## src/hdl/pbsa_pkg.sv

```systemverilog
package pbsa_pkg;

    localparam int DEF_LAYERS_PER_POOL = 64;
    localparam int DEF_MAX_POOLS       = 8;

    localparam int CMDQ_DEPTH = 2;
    localparam int CMDQ_AW    = 1;

    localparam logic [1:0] ACT_ALLOC   = 2'd0;
    localparam logic [1:0] ACT_RELEASE = 2'd1;

    localparam logic [1:0] ST_OK        = 2'd0;
    localparam logic [1:0] ST_BAD_POOL  = 2'd1;
    localparam logic [1:0] ST_FULL      = 2'd2;
    localparam logic [1:0] ST_BAD_LAYER = 2'd3;

    typedef enum logic [2:0]
    {
        OP_ALLOC,
        OP_RELEASE,
        OP_QUERY,
        OP_BAD_POOL,
        OP_BAD_LAYER
    } op_t;

    typedef struct packed
    {
        op_t        op;
        logic [3:0] pool;
        logic [5:0] layer;
    } cmd_t;

    typedef struct packed
    {
        logic [1:0] status;
        logic [5:0] granted;
        logic [6:0] used;
        logic       full;
    } res_t;

endpackage

```

## src/hdl/pbsa_front.sv

```systemverilog
module pbsa_front
    import pbsa_pkg::*;
#(
    parameter int LAYERS_PER_POOL = DEF_LAYERS_PER_POOL,
    parameter int MAX_POOLS       = DEF_MAX_POOLS
)
(
    input  logic       clk,
    input  logic       rst_n,
    input  logic       push,
    output logic       full,
    input  logic [1:0] action,
    input  logic [3:0] pool_id,
    input  logic [6:0] layer_index,
    input  logic       cfg_valid,
    output logic       cfg_ready,
    input  logic [3:0] cfg_data,
    output logic       q_push,
    output cmd_t       q_cmd,
    input  logic       q_full
);

    logic [3:0] pools_in_use_reg;
    logic [3:0] pools_in_use_next;
    logic       bad_pool;
    logic       bad_layer;

    assign cfg_ready = 1'b1;
    assign full      = q_full;
    assign q_push    = push && !q_full;

    // a register above the pool count acts as the pool count
    assign bad_pool  = (pool_id >= pools_in_use_reg)
                    || (5'(pool_id) >= 5'(MAX_POOLS));
    assign bad_layer = (7'(layer_index) >= 7'(LAYERS_PER_POOL));

    always_comb
    begin
        pools_in_use_next = pools_in_use_reg;
        if (cfg_valid && cfg_ready)
        begin
            pools_in_use_next = cfg_data;
        end
    end

    always_comb
    begin
        q_cmd.pool  = pool_id;
        q_cmd.layer = layer_index[5:0];
        if (bad_pool)
        begin
            q_cmd.op = OP_BAD_POOL;
        end
        else
        begin
            case (action)
                ACT_ALLOC:   q_cmd.op = OP_ALLOC;
                ACT_RELEASE: q_cmd.op = bad_layer ? OP_BAD_LAYER : OP_RELEASE;
                default:     q_cmd.op = OP_QUERY;
            endcase
        end
    end

    always_ff @(posedge clk or negedge rst_n)
    begin
        if (!rst_n)
        begin
            pools_in_use_reg <= '0;
        end
        else
        begin
            pools_in_use_reg <= pools_in_use_next;
        end
    end

endmodule

```

## src/hdl/pbsa_cmd_fifo.sv

```systemverilog
module pbsa_cmd_fifo
    import pbsa_pkg::*;
(
    input  logic clk,
    input  logic rst_n,
    input  logic wr_en,
    input  cmd_t wr_cmd,
    output logic q_full,
    input  logic rd_en,
    output cmd_t rd_cmd,
    output logic q_empty
);

    localparam int CW = $clog2(CMDQ_DEPTH + 1);

    cmd_t               mem_reg [CMDQ_DEPTH];
    logic [CMDQ_AW-1:0] wr_ptr_reg;
    logic [CMDQ_AW-1:0] wr_ptr_next;
    logic [CMDQ_AW-1:0] rd_ptr_reg;
    logic [CMDQ_AW-1:0] rd_ptr_next;
    logic [CW-1:0]      count_reg;
    logic [CW-1:0]      count_next;
    logic               do_wr;
    logic               do_rd;

    assign q_full  = (count_reg == CW'(CMDQ_DEPTH));
    assign q_empty = (count_reg == '0);
    assign rd_cmd  = mem_reg[rd_ptr_reg];
    assign do_wr   = wr_en && !q_full;
    assign do_rd   = rd_en && !q_empty;

    always_comb
    begin
        wr_ptr_next = wr_ptr_reg;
        rd_ptr_next = rd_ptr_reg;
        count_next  = count_reg;
        if (do_wr)
        begin
            wr_ptr_next = (wr_ptr_reg == CMDQ_AW'(CMDQ_DEPTH - 1)) ? '0
                        : CMDQ_AW'(wr_ptr_reg + 1'b1);
        end
        if (do_rd)
        begin
            rd_ptr_next = (rd_ptr_reg == CMDQ_AW'(CMDQ_DEPTH - 1)) ? '0
                        : CMDQ_AW'(rd_ptr_reg + 1'b1);
        end
        if (do_wr && !do_rd)
        begin
            count_next = CW'(count_reg + 1'b1);
        end
        else if (do_rd && !do_wr)
        begin
            count_next = CW'(count_reg - 1'b1);
        end
    end

    always_ff @(posedge clk)
    begin
        if (do_wr)
        begin
            mem_reg[wr_ptr_reg] <= wr_cmd;
        end
    end

    always_ff @(posedge clk or negedge rst_n)
    begin
        if (!rst_n)
        begin
            wr_ptr_reg <= '0;
            rd_ptr_reg <= '0;
            count_reg  <= '0;
        end
        else
        begin
            wr_ptr_reg <= wr_ptr_next;
            rd_ptr_reg <= rd_ptr_next;
            count_reg  <= count_next;
        end
    end

endmodule

```

## src/hdl/pbsa_back.sv

```systemverilog
module pbsa_back
    import pbsa_pkg::*;
#(
    parameter int LAYERS_PER_POOL = DEF_LAYERS_PER_POOL,
    parameter int MAX_POOLS       = DEF_MAX_POOLS
)
(
    input  logic clk,
    input  logic rst_n,
    input  logic q_empty,
    input  cmd_t q_cmd,
    output logic q_pop,
    output logic empty,
    input  logic pop,
    output res_t result
);

    localparam int POOL_W  = (MAX_POOLS > 1) ? $clog2(MAX_POOLS) : 1;
    localparam int LAYER_W = (LAYERS_PER_POOL > 1) ? $clog2(LAYERS_PER_POOL) : 1;

    typedef enum logic [1:0]
    {
        S_IDLE,
        S_EXEC,
        S_SCAN,
        S_OUT
    } state_t;

    state_t                     state_reg;
    state_t                     state_next;
    cmd_t                       cmd_reg;
    cmd_t                       cmd_next;
    logic [LAYER_W-1:0]         scan_reg;
    logic [LAYER_W-1:0]         scan_next;
    res_t                       res_reg;
    res_t                       res_next;
    res_t                       out_reg;
    res_t                       out_next;
    logic                       out_valid_reg;
    logic                       out_valid_next;
    logic [LAYERS_PER_POOL-1:0] bitmap_reg [MAX_POOLS];
    logic [6:0]                 count_reg  [MAX_POOLS];

    logic [POOL_W-1:0]          pool_sel;
    logic [LAYER_W-1:0]         layer_sel;
    logic [LAYERS_PER_POOL-1:0] word;
    logic [6:0]                 cnt;
    logic                       pool_is_full;
    logic                       map_we;
    logic [LAYERS_PER_POOL-1:0] map_wdata;
    logic [6:0]                 cnt_wdata;

    assign pool_sel     = cmd_reg.pool[POOL_W-1:0];
    assign layer_sel    = cmd_reg.layer[LAYER_W-1:0];
    assign word         = bitmap_reg[pool_sel];
    assign cnt          = count_reg[pool_sel];
    assign pool_is_full = (cnt == 7'(LAYERS_PER_POOL));
    assign empty        = !out_valid_reg;
    assign result       = out_reg;

    always_comb
    begin
        state_next     = state_reg;
        cmd_next       = cmd_reg;
        scan_next      = scan_reg;
        res_next       = res_reg;
        out_next       = out_reg;
        out_valid_next = out_valid_reg && !pop;
        map_we         = 1'b0;
        map_wdata      = word;
        cnt_wdata      = cnt;
        q_pop          = 1'b0;

        case (state_reg)
            S_IDLE:
            begin
                if (!q_empty)
                begin
                    q_pop      = 1'b1;
                    cmd_next   = q_cmd;
                    state_next = S_EXEC;
                end
            end

            S_EXEC:
            begin
                res_next.status  = ST_OK;
                res_next.granted = '0;
                res_next.used    = cnt;
                res_next.full    = pool_is_full;
                state_next       = S_OUT;
                case (cmd_reg.op)
                    OP_BAD_POOL:
                    begin
                        res_next.status = ST_BAD_POOL;
                        res_next.used   = '0;
                        res_next.full   = 1'b0;
                    end
                    OP_BAD_LAYER:
                    begin
                        res_next.status = ST_BAD_LAYER;
                    end
                    OP_RELEASE:
                    begin
                        if (word[layer_sel])
                        begin
                            map_we               = 1'b1;
                            map_wdata[layer_sel] = 1'b0;
                            cnt_wdata            = 7'(cnt - 7'd1);
                            res_next.used        = 7'(cnt - 7'd1);
                            res_next.full        = 1'b0;
                        end
                    end
                    OP_ALLOC:
                    begin
                        if (pool_is_full)
                        begin
                            res_next.status = ST_FULL;
                        end
                        else
                        begin
                            scan_next  = '0;
                            state_next = S_SCAN;
                        end
                    end
                    default:
                    begin
                    end
                endcase
            end

            S_SCAN:
            begin
                // one slot per cycle, lowest first; a free slot exists here
                if (!word[scan_reg])
                begin
                    map_we              = 1'b1;
                    map_wdata[scan_reg] = 1'b1;
                    cnt_wdata           = 7'(cnt + 7'd1);
                    res_next.status     = ST_OK;
                    res_next.granted    = 6'(scan_reg);
                    res_next.used       = 7'(cnt + 7'd1);
                    res_next.full       = (7'(cnt + 7'd1) == 7'(LAYERS_PER_POOL));
                    state_next          = S_OUT;
                end
                else
                begin
                    scan_next = LAYER_W'(scan_reg + 1'b1);
                end
            end

            S_OUT:
            begin
                if (!out_valid_reg || pop)
                begin
                    out_valid_next = 1'b1;
                    out_next       = res_reg;
                    state_next     = S_IDLE;
                end
            end

            default:
            begin
                state_next = S_IDLE;
            end
        endcase
    end

    always_ff @(posedge clk or negedge rst_n)
    begin
        if (!rst_n)
        begin
            state_reg     <= S_IDLE;
            out_valid_reg <= 1'b0;
            for (int i = 0; i < MAX_POOLS; i++)
            begin
                bitmap_reg[i] <= '0;
                count_reg[i]  <= '0;
            end
        end
        else
        begin
            state_reg     <= state_next;
            out_valid_reg <= out_valid_next;
            if (map_we)
            begin
                bitmap_reg[pool_sel] <= map_wdata;
                count_reg[pool_sel]  <= cnt_wdata;
            end
        end
    end

    always_ff @(posedge clk)
    begin
        cmd_reg  <= cmd_next;
        scan_reg <= scan_next;
        res_reg  <= res_next;
        out_reg  <= out_next;
    end

endmodule

```

## src/hdl/pooled_bitmap_slot_allocator.sv

```systemverilog
// an accepted request passes through the command queue and the IDLE, EXEC and
// OUT states to the result register; an allocate also scans slots in SCAN
// one request is carried out at a time; throughput is set by the slot scan
// (one slot per cycle)
// a two-entry command queue accepts requests while the scan runs
// reset clears every occupancy bitmap and used count, and pools_in_use to 0
module pooled_bitmap_slot_allocator
    import pbsa_pkg::*;
#(
    parameter int LAYERS_PER_POOL = DEF_LAYERS_PER_POOL,
    parameter int MAX_POOLS       = DEF_MAX_POOLS
)
(
    input  logic       clk,
    input  logic       rst_n,
    input  logic       push,
    output logic       full,
    input  logic [1:0] action,
    input  logic [3:0] pool_id,
    input  logic [6:0] layer_index,
    output logic       empty,
    input  logic       pop,
    output logic [1:0] status,
    output logic [5:0] granted_layer,
    output logic [6:0] used_count,
    output logic       pool_full,
    input  logic       cfg_valid,
    output logic       cfg_ready,
    input  logic [3:0] cfg_data
);

    logic q_push;
    cmd_t q_wr_cmd;
    logic q_full;
    logic q_pop;
    cmd_t q_rd_cmd;
    logic q_empty;
    res_t result;

    pbsa_front #(
        .LAYERS_PER_POOL (LAYERS_PER_POOL),
        .MAX_POOLS       (MAX_POOLS)
    ) u_front (
        .clk         (clk),
        .rst_n       (rst_n),
        .push        (push),
        .full        (full),
        .action      (action),
        .pool_id     (pool_id),
        .layer_index (layer_index),
        .cfg_valid   (cfg_valid),
        .cfg_ready   (cfg_ready),
        .cfg_data    (cfg_data),
        .q_push      (q_push),
        .q_cmd       (q_wr_cmd),
        .q_full      (q_full)
    );

    pbsa_cmd_fifo u_cmd_fifo (
        .clk     (clk),
        .rst_n   (rst_n),
        .wr_en   (q_push),
        .wr_cmd  (q_wr_cmd),
        .q_full  (q_full),
        .rd_en   (q_pop),
        .rd_cmd  (q_rd_cmd),
        .q_empty (q_empty)
    );

    pbsa_back #(
        .LAYERS_PER_POOL (LAYERS_PER_POOL),
        .MAX_POOLS       (MAX_POOLS)
    ) u_back (
        .clk     (clk),
        .rst_n   (rst_n),
        .q_empty (q_empty),
        .q_cmd   (q_rd_cmd),
        .q_pop   (q_pop),
        .empty   (empty),
        .pop     (pop),
        .result  (result)
    );

    assign status        = result.status;
    assign granted_layer = result.granted;
    assign used_count    = result.used;
    assign pool_full     = result.full;

endmodule
```

## config.mk

```make
export PLATFORM = sky130hd
export DESIGN_NAME = pooled_bitmap_slot_allocator
export DESIGN_NICKNAME = d
export VERILOG_FILES = /design/src/hdl/pbsa_pkg.sv /design/src/hdl/pbsa_front.sv /design/src/hdl/pbsa_cmd_fifo.sv /design/src/hdl/pbsa_back.sv /design/src/hdl/pooled_bitmap_slot_allocator.sv
export SDC_FILE = /design/constraint.sdc
export NUM_CORES = 1
export LEC_CHECK = 0
export BUFFER_PORTS_ARGS = -buffer_cell sky130_fd_sc_hd__buf_2
export CORE_ASPECT_RATIO = 1.75
export CORE_MARGIN = 10
export CORE_UTILIZATION = 55
export DETAILED_ROUTE_END_ITERATION = 10
export GPL_TIMING_DRIVEN = 0
export PLACE_DENSITY = 0.71
export SLEW_MARGIN = 10
export SYNTH_ARGS = -nofsm -noshare
export SYNTH_HDL_FRONTEND = slang
export SYNTH_HIERARCHICAL = 1
export SYNTH_SLANG_ARGS = --single-unit
```

## constraint.sdc

```tcl
create_clock -name clk -period 4.6 [get_ports clk]
set_input_delay 0.69 -clock clk [delete_from_list [all_inputs] [get_ports clk]]
set_output_delay 0.69 -clock clk [all_outputs]
set_load 0.005 [all_outputs]
```

## Word level (Yosys, flattened, before mapping)

Memory sizes are Yosys's and may differ from the RTL's. A register that Yosys moved wholly into a read port is not among the register bits.
Index checks and enable logic that the tools add are counted.

- Reduce and logical (&&, ||, !) cells: 28
- Bitwise operators: 5
- Equality and inequality tests: 16
- Magnitude comparators: 9
- Multiplexer cells: 61
- Add/subtract/negate cells: 7

Operators by type and width:

| kind | count |
|---|---|
| bitwise mux 512 bit | 1 |
| two-way mux 64 bit | 6 |
| binary-select mux 64 bit (select 3 bit) | 1 |
| demux 64 bit (select 3 bit) | 1 |
| one-hot mux 64 bit (2 select lines) | 1 |
| AND 64 bit | 1 |
| NOT 64 bit | 1 |
| OR 64 bit | 1 |
| bitwise mux 56 bit | 1 |
| two-way mux 7 bit | 6 |
| one-hot mux 16 bit (2 select lines) | 1 |
| binary-select mux 7 bit (select 3 bit) | 1 |
| demux 7 bit (select 3 bit) | 1 |
| two-way mux 6 bit | 3 |
| two-way mux 1 bit | 16 |
| two-way mux 16 bit | 1 |
| one-hot mux 8 bit (2 select lines) | 1 |
| equality test 7 bit (second input constant) | 2 |
| < comparator 6 x 7 -> 1 bit (second input constant) | 2 |
| two-way mux 2 bit | 7 |
| one-hot mux 7 bit (2 select lines) | 1 |
| binary-select mux 1 bit (select 6 bit) | 2 |
| demux 1 bit (select 6 bit) | 2 |
| greater-or-equal comparator 6 x 1 -> 1 bit (second input constant) | 2 |
| other kinds (35) | 64 |

- Memories: 1
- Input bits: 22
- Bits in registers: 617
- Memory bits (writable): 26
- Word-level logic and storage cells: 158

Memory list:

| memory | depth | width | rd ports | clocked after memory_dff | wr ports | line | RTL |
|---|---|---|---|---|---|---|---|
| u_cmd_fifo.mem_reg | 2 | 13 | 1 | 1 | 1 | pbsa_cmd_fifo.sv:16 | `cmd_t mem_reg [CMDQ_DEPTH];` |

## Logic depth before layout (Yosys ltp)

- Word-level depth: 10
- Mapped depth: 19

## Cells and area by module

The synthesis kept the hierarchy.

Modules (own cells, without submodules):

| module | times used | cells an instance | area an instance (um^2) |
|---|---|---|---|
| pbsa_back | 1 | 2334 | 31172.4 |
| pbsa_cmd_fifo | 1 | 59 | 1168.6 |
| pbsa_front | 1 | 42 | 362.8 |

## Worst setup path before layout

Ideal clock, no wire load.

- Path type: register -> register
- From: reg u_back/cmd_reg[6] (netlist bit)
- To: reg u_back/res_reg[0] (netlist bit) (enable)
- Path slack: 0.468 ns
- Required time: 4.186 ns
- Clock period less this slack: 4.132 ns
- Arrival time: 3.718 ns
- Stages on the path, launching flop included: 13
- Buffers on the path: 4
- Cell sequence: edfxtp_1 buf_4 buf_4 buf_4 buf_2 mux2i_1 o22ai_1 o21ai_0 o221ai_1 o41ai_1 a31o_2 nand3_2 a21boi_0

- Word-level cells in the longest chain between the ends: 8

RTL lines:

| item | line | RTL |
|---|---|---|
| from (decl) | pbsa_back.sv:31 | `cmd_t cmd_reg;` |
| from (signal assigned) | pbsa_back.sv:195 | `cmd_reg <= cmd_next;` |
| NOT 3 -> 4 bit (implied by the code) | pbsa_back.sv:55 | `assign word = bitmap_reg[pool_sel];` |
| binary-select mux 64 bit (select 3 bit) | pbsa_back.sv:55 |  |
| two-way mux 64 bit (implied by the code) (2 in series) | pbsa_back.sv:55 |  |
| binary-select mux 1 bit (select 6 bit) | pbsa_back.sv:135 | `if (!word[scan_reg])` |
| two-way mux 1 bit (implied by the code) | pbsa_back.sv:135 |  |
| inequality test 2 bit (no source line) | - |  |
| AND reduction 2 bit (no source line) | - |  |
| to (signal assigned) | pbsa_back.sv:197 | `res_reg <= res_next;` |
| to (decl) | pbsa_back.sv:35 | `res_t res_reg;` |

No other way between the ends. The select of a mux whose other input is x is not followed.
A chain may end at the register's enable or synchronous reset.

## Worst setup path in the final report

- From: reg u_back.cmd_reg (netlist bit u_back/layer_sel[2])
- To: reg u_back/bitmap_reg[305] (netlist bit)

- Word-level cells in the longest chain between the ends: 10
- Elaborated cells on any way between the ends: 16

RTL lines:

| item | line | RTL |
|---|---|---|
| < comparator 6 x 7 -> 1 bit (implied by the code) / greater-or-equal comparator 6 x 1 -> 1 bit (equally long branches) | pbsa_back.sv:108 | `map_wdata[layer_sel] = 1'b0;` |
| logical AND 1 bit (implied by the code) | pbsa_back.sv:108 |  |
| two-way mux 1 bit (implied by the code) | pbsa_back.sv:108 |  |
| demux 1 bit (select 6 bit) | - |  |
| NOT 64 bit (no source line) | - |  |
| AND 64 bit (no source line) | - |  |
| two-way mux 64 bit | pbsa_back.sv:105 | `if (word[layer_sel])` |
| two-way mux 64 bit | pbsa_back.sv:92 | `case (cmd_reg.op)` |
| one-hot mux 64 bit (2 select lines) | pbsa_back.sv:74 | `case (state_reg)` |
| bitwise mux 512 bit | pbsa_back.sv:187 | `bitmap_reg[pool_sel] <= map_wdata;` |
| to (signal, indexed assignment) | pbsa_back.sv:187 |  |
| to (decl) | pbsa_back.sv:41 | `logic [LAYERS_PER_POOL-1:0] bitmap_reg [MAX_POOLS];` |

Several ways; a longest one is shown, not always the timed one. The select of a mux whose other input is x is not followed.

==> results.sh <==
export IMPL_netlist_area_mm2=0.03262
export IMPL_p_sw_share_pct=42.84
export IMPL_io_pins=41
export IMPL_worst_r2r_endpoint="u_back/bitmap_reg[305]$_DFFE_PN0P_"
export IMPL_timing_fmax_mhz=214.1
export IMPL_portBuffers=33
export IMPL_first_global_vias=24087
export IMPL_fill_cells=4169
export IMPL_fin_nets=2666
export IMPL_peakVddDrop_mv=0.4560
export IMPL_cts_buffer_depth=3
export IMPL_drc=0
export IMPL_cap_viol_max_count=0
export IMPL_critPathKind="reg2reg"
export IMPL_post_route_period_util_pct=101.5
export IMPL_dp_cells=3253
export IMPL_hp_start="layer_index[0]"
export IMPL_worst_path_max_fanout=10
export IMPL_cts_root_buf="clkbuf_16"
export IMPL_slew_headroom_pct=3.782
export IMPL_reg2reg_from="u_back/layer_sel[2]$_DFFE_PP_"
export IMPL_arrival_ps=5220
export IMPL_critPathLaunchType="register"
export IMPL_syn_nets=2467
export IMPL_max_stage_delay_ps=920
export IMPL_cp_end_kind="register"
export IMPL_drt_initial_drc_count=2173
export IMPL_crit_chain="clkbuf_1 -> nand2b_1 -> nor2_1 -> nand4_1 -> o2111ai_1 -> o31ai_4 -> o311ai_4 -> o31ai_4 -> o22a_4 -> buf_12 -> nor3_4 -> buf_4 -> buf_2 -> mux2_2"
export IMPL_hp_class="in2reg"
export IMPL_tightestPinTransition_ps=1438
export IMPL_period_needed_ps=4670
export IMPL_clock_skew_final_ps=37.65
export IMPL_ant_nets=0
export IMPL_p_sw_w=0.01044
export IMPL_final_cells=3458
export IMPL_utilization_pct=66.59
export IMPL_violations="setup timing"
export IMPL_grt_start_max_net_pins=123
export IMPL_dp_hpwl_mm=85.72
export IMPL_seqPwrFrac_pct=30.7
export IMPL_r2r_slack_ps=-70
export IMPL_core_mm2=0.05891
export IMPL_largest_reg_flops=512
export IMPL_cts_htree_levels=2
export IMPL_cts_sinks=653
export IMPL_crit_top_cell="o31ai_4"
export IMPL_min_path_cells=1
export IMPL_die_w_um=204.1
export IMPL_status="finished, violations left"
export IMPL_p_clk_share_pct=20.6
export IMPL_grt_overflow_total=0
export IMPL_initial_core_util_pct=55.38
export IMPL_drive_gt1_share_pct=43.83
export IMPL_wire_per_inst_um=35.59
export IMPL_routed_via_density=6.755
export IMPL_layout_setup_ws_ps=-69.85
export IMPL_hold_violations=0
export IMPL_synth_cells=2431
export IMPL_via_count=23359
export IMPL_power_frac_comb_pct=48.7
export IMPL_cts_tree="yes"
export IMPL_die_h_um=342.2
export IMPL_cts_buffers_inserted=58
export IMPL_reg2regPathDepth=14
export IMPL_grt_usage_pct=34.54
export IMPL_die_area_mm2=0.06984
export IMPL_min_to="u_cmd_fifo/mem_reg[1][0]$_DFFE_PP_"
export IMPL_rows=118
export IMPL_setup_viol=236
export IMPL_internal_power_w=0.01393
export IMPL_antenna_found_initial=6
export IMPL_grt_pass1_wl_mm=172.6
export IMPL_clkTransAtPathRegs_ps=70
export IMPL_cpMaxStageDelayCell="nor2_1"
export IMPL_power_per_cell_area_mw_per_mm2=621.3
export IMPL_leakagePower_nw=17.81
export IMPL_syn_area_per_cell_um2=13.42
export IMPL_slew_viol_final=0
export IMPL_worst_hold_slack_ps=244.9
export IMPL_final_cell_mix="dfrtp_1, mux2_2, mux2i_1, nor2_1, mux2_1"
export IMPL_cp_data_required_time_ps=5150
export IMPL_layout_commonest_cell="dfrtp_1"
export IMPL_gp_congestion=1.063
export IMPL_drt_wl_total_mm=123.1
export IMPL_first_pass_iters=5
export IMPL_area_delta_synth_final_pct=20.25
export IMPL_yosysWarnings=6
export IMPL_clock_latency_ps=670
layout make-up:
cell class / count / area (µm²) / area share, %
multi-input combinational: 1572 / 16250 / 41.42
sequential: 653 / 16710 / 42.60
clock buffer: 86 / 1698 / 4.328
clock inverter: 20 / 259.0 / 0.6603
antenna: 2 / 5.005 / 0.01276
tap: 780 / 975.9 / 2.488
timing repair buffer: 143 / 1546 / 3.942
buffer: 171 / 1658 / 4.226
inverter: 31 / 123.9 / 0.3158
power groups by stage:
stage / logic (W) / registers [W] / clock network [W]
detailed placement: 0.00928 / 0.00755 / 0
floorplan: 0.00553 / 0.00736 / 0
finish: 0.0119 / 0.00747 / 0.00502
global route: 0.0121 / 0.00756 / 0.00529
CTS: 0.0107 / 0.00745 / 0.00507
global placement: 0.00907 / 0.00749 / 0
per-layer routing:
metal | track usage [%] | vias to the layer above | wire length [µm] | share of wire (%)
met5 | 0 | - | 23 | 0.019
met4 | 29.31 | 4 | 12510 | 10
met3 | 7.059 | 475 | 8650 | 7.0
met2 | 55.57 | 1154 | 58870 | 48
met1 | 38.77 | 12185 | 43030 | 35
li1 | - | 9541 | - | -
worst max-delay path by stage:
stage,start,endpoint,slack (ps),cells past startpoint
after global placement,rst_n,u_cmd_fifo/wr_ptr_reg$_DFFE_PN0N_,-8280,1
after CTS,u_back/cmd_reg[6]$_DFFE_PP_,u_back/bitmap_reg[427]$_DFFE_PN0P_,0.8,20
after detailed placement,u_back/cmd_reg[8]$_DFFE_PP_,u_back/bitmap_reg[313]$_DFFE_PN0P_,-2720,15
final,u_back/layer_sel[2]$_DFFE_PP_,u_back/bitmap_reg[305]$_DFFE_PN0P_,-70,14
after global routing,u_back/cmd_reg[6]$_DFFE_PP_,u_back/bitmap_reg[210]$_DFFE_PN0P_,-20,19
after floorplan,u_back/cmd_reg[6]$_DFFE_PP_,u_back/res_reg[0]$_DFFE_PP_,470,12
critical path: cells and delay by family (launching register included):
kind / cells / cell delay [ps]
AO/OA/AOI/OAI: 5 / 1020
AND/OR/NAND/NOR: 4 / 1710
flip-flops: 1 / 330
buffers and inverters: 4 / 1110
multiplexers: 1 / 390
through the flow:
stage	instance area [µm²]	setup WS (ps)	total power, W	setup TNS (ps)
after floorplan	32620	468.2	0.01288	0
after global placement	33760	-8283	0.01656	-6179510
after detailed placement	33960	-2724	0.01683	-1443880
after CTS	38100	0.8336	0.02320	0
after global routing	39220	-24.31	0.02496	-320.2
final	39230	-69.85	0.02437	-5634
repair_timing:
item,in CTS,in global routing
buffers inserted,56,35
hold buffers,1,0
cloned,0,8
pin swaps,38,25
gates resized for setup,350,118
setup endpoints to repair,601,575
endpoints found under the hold margin,25,0
No activity file was read; power rests on OpenSTA's default activity.
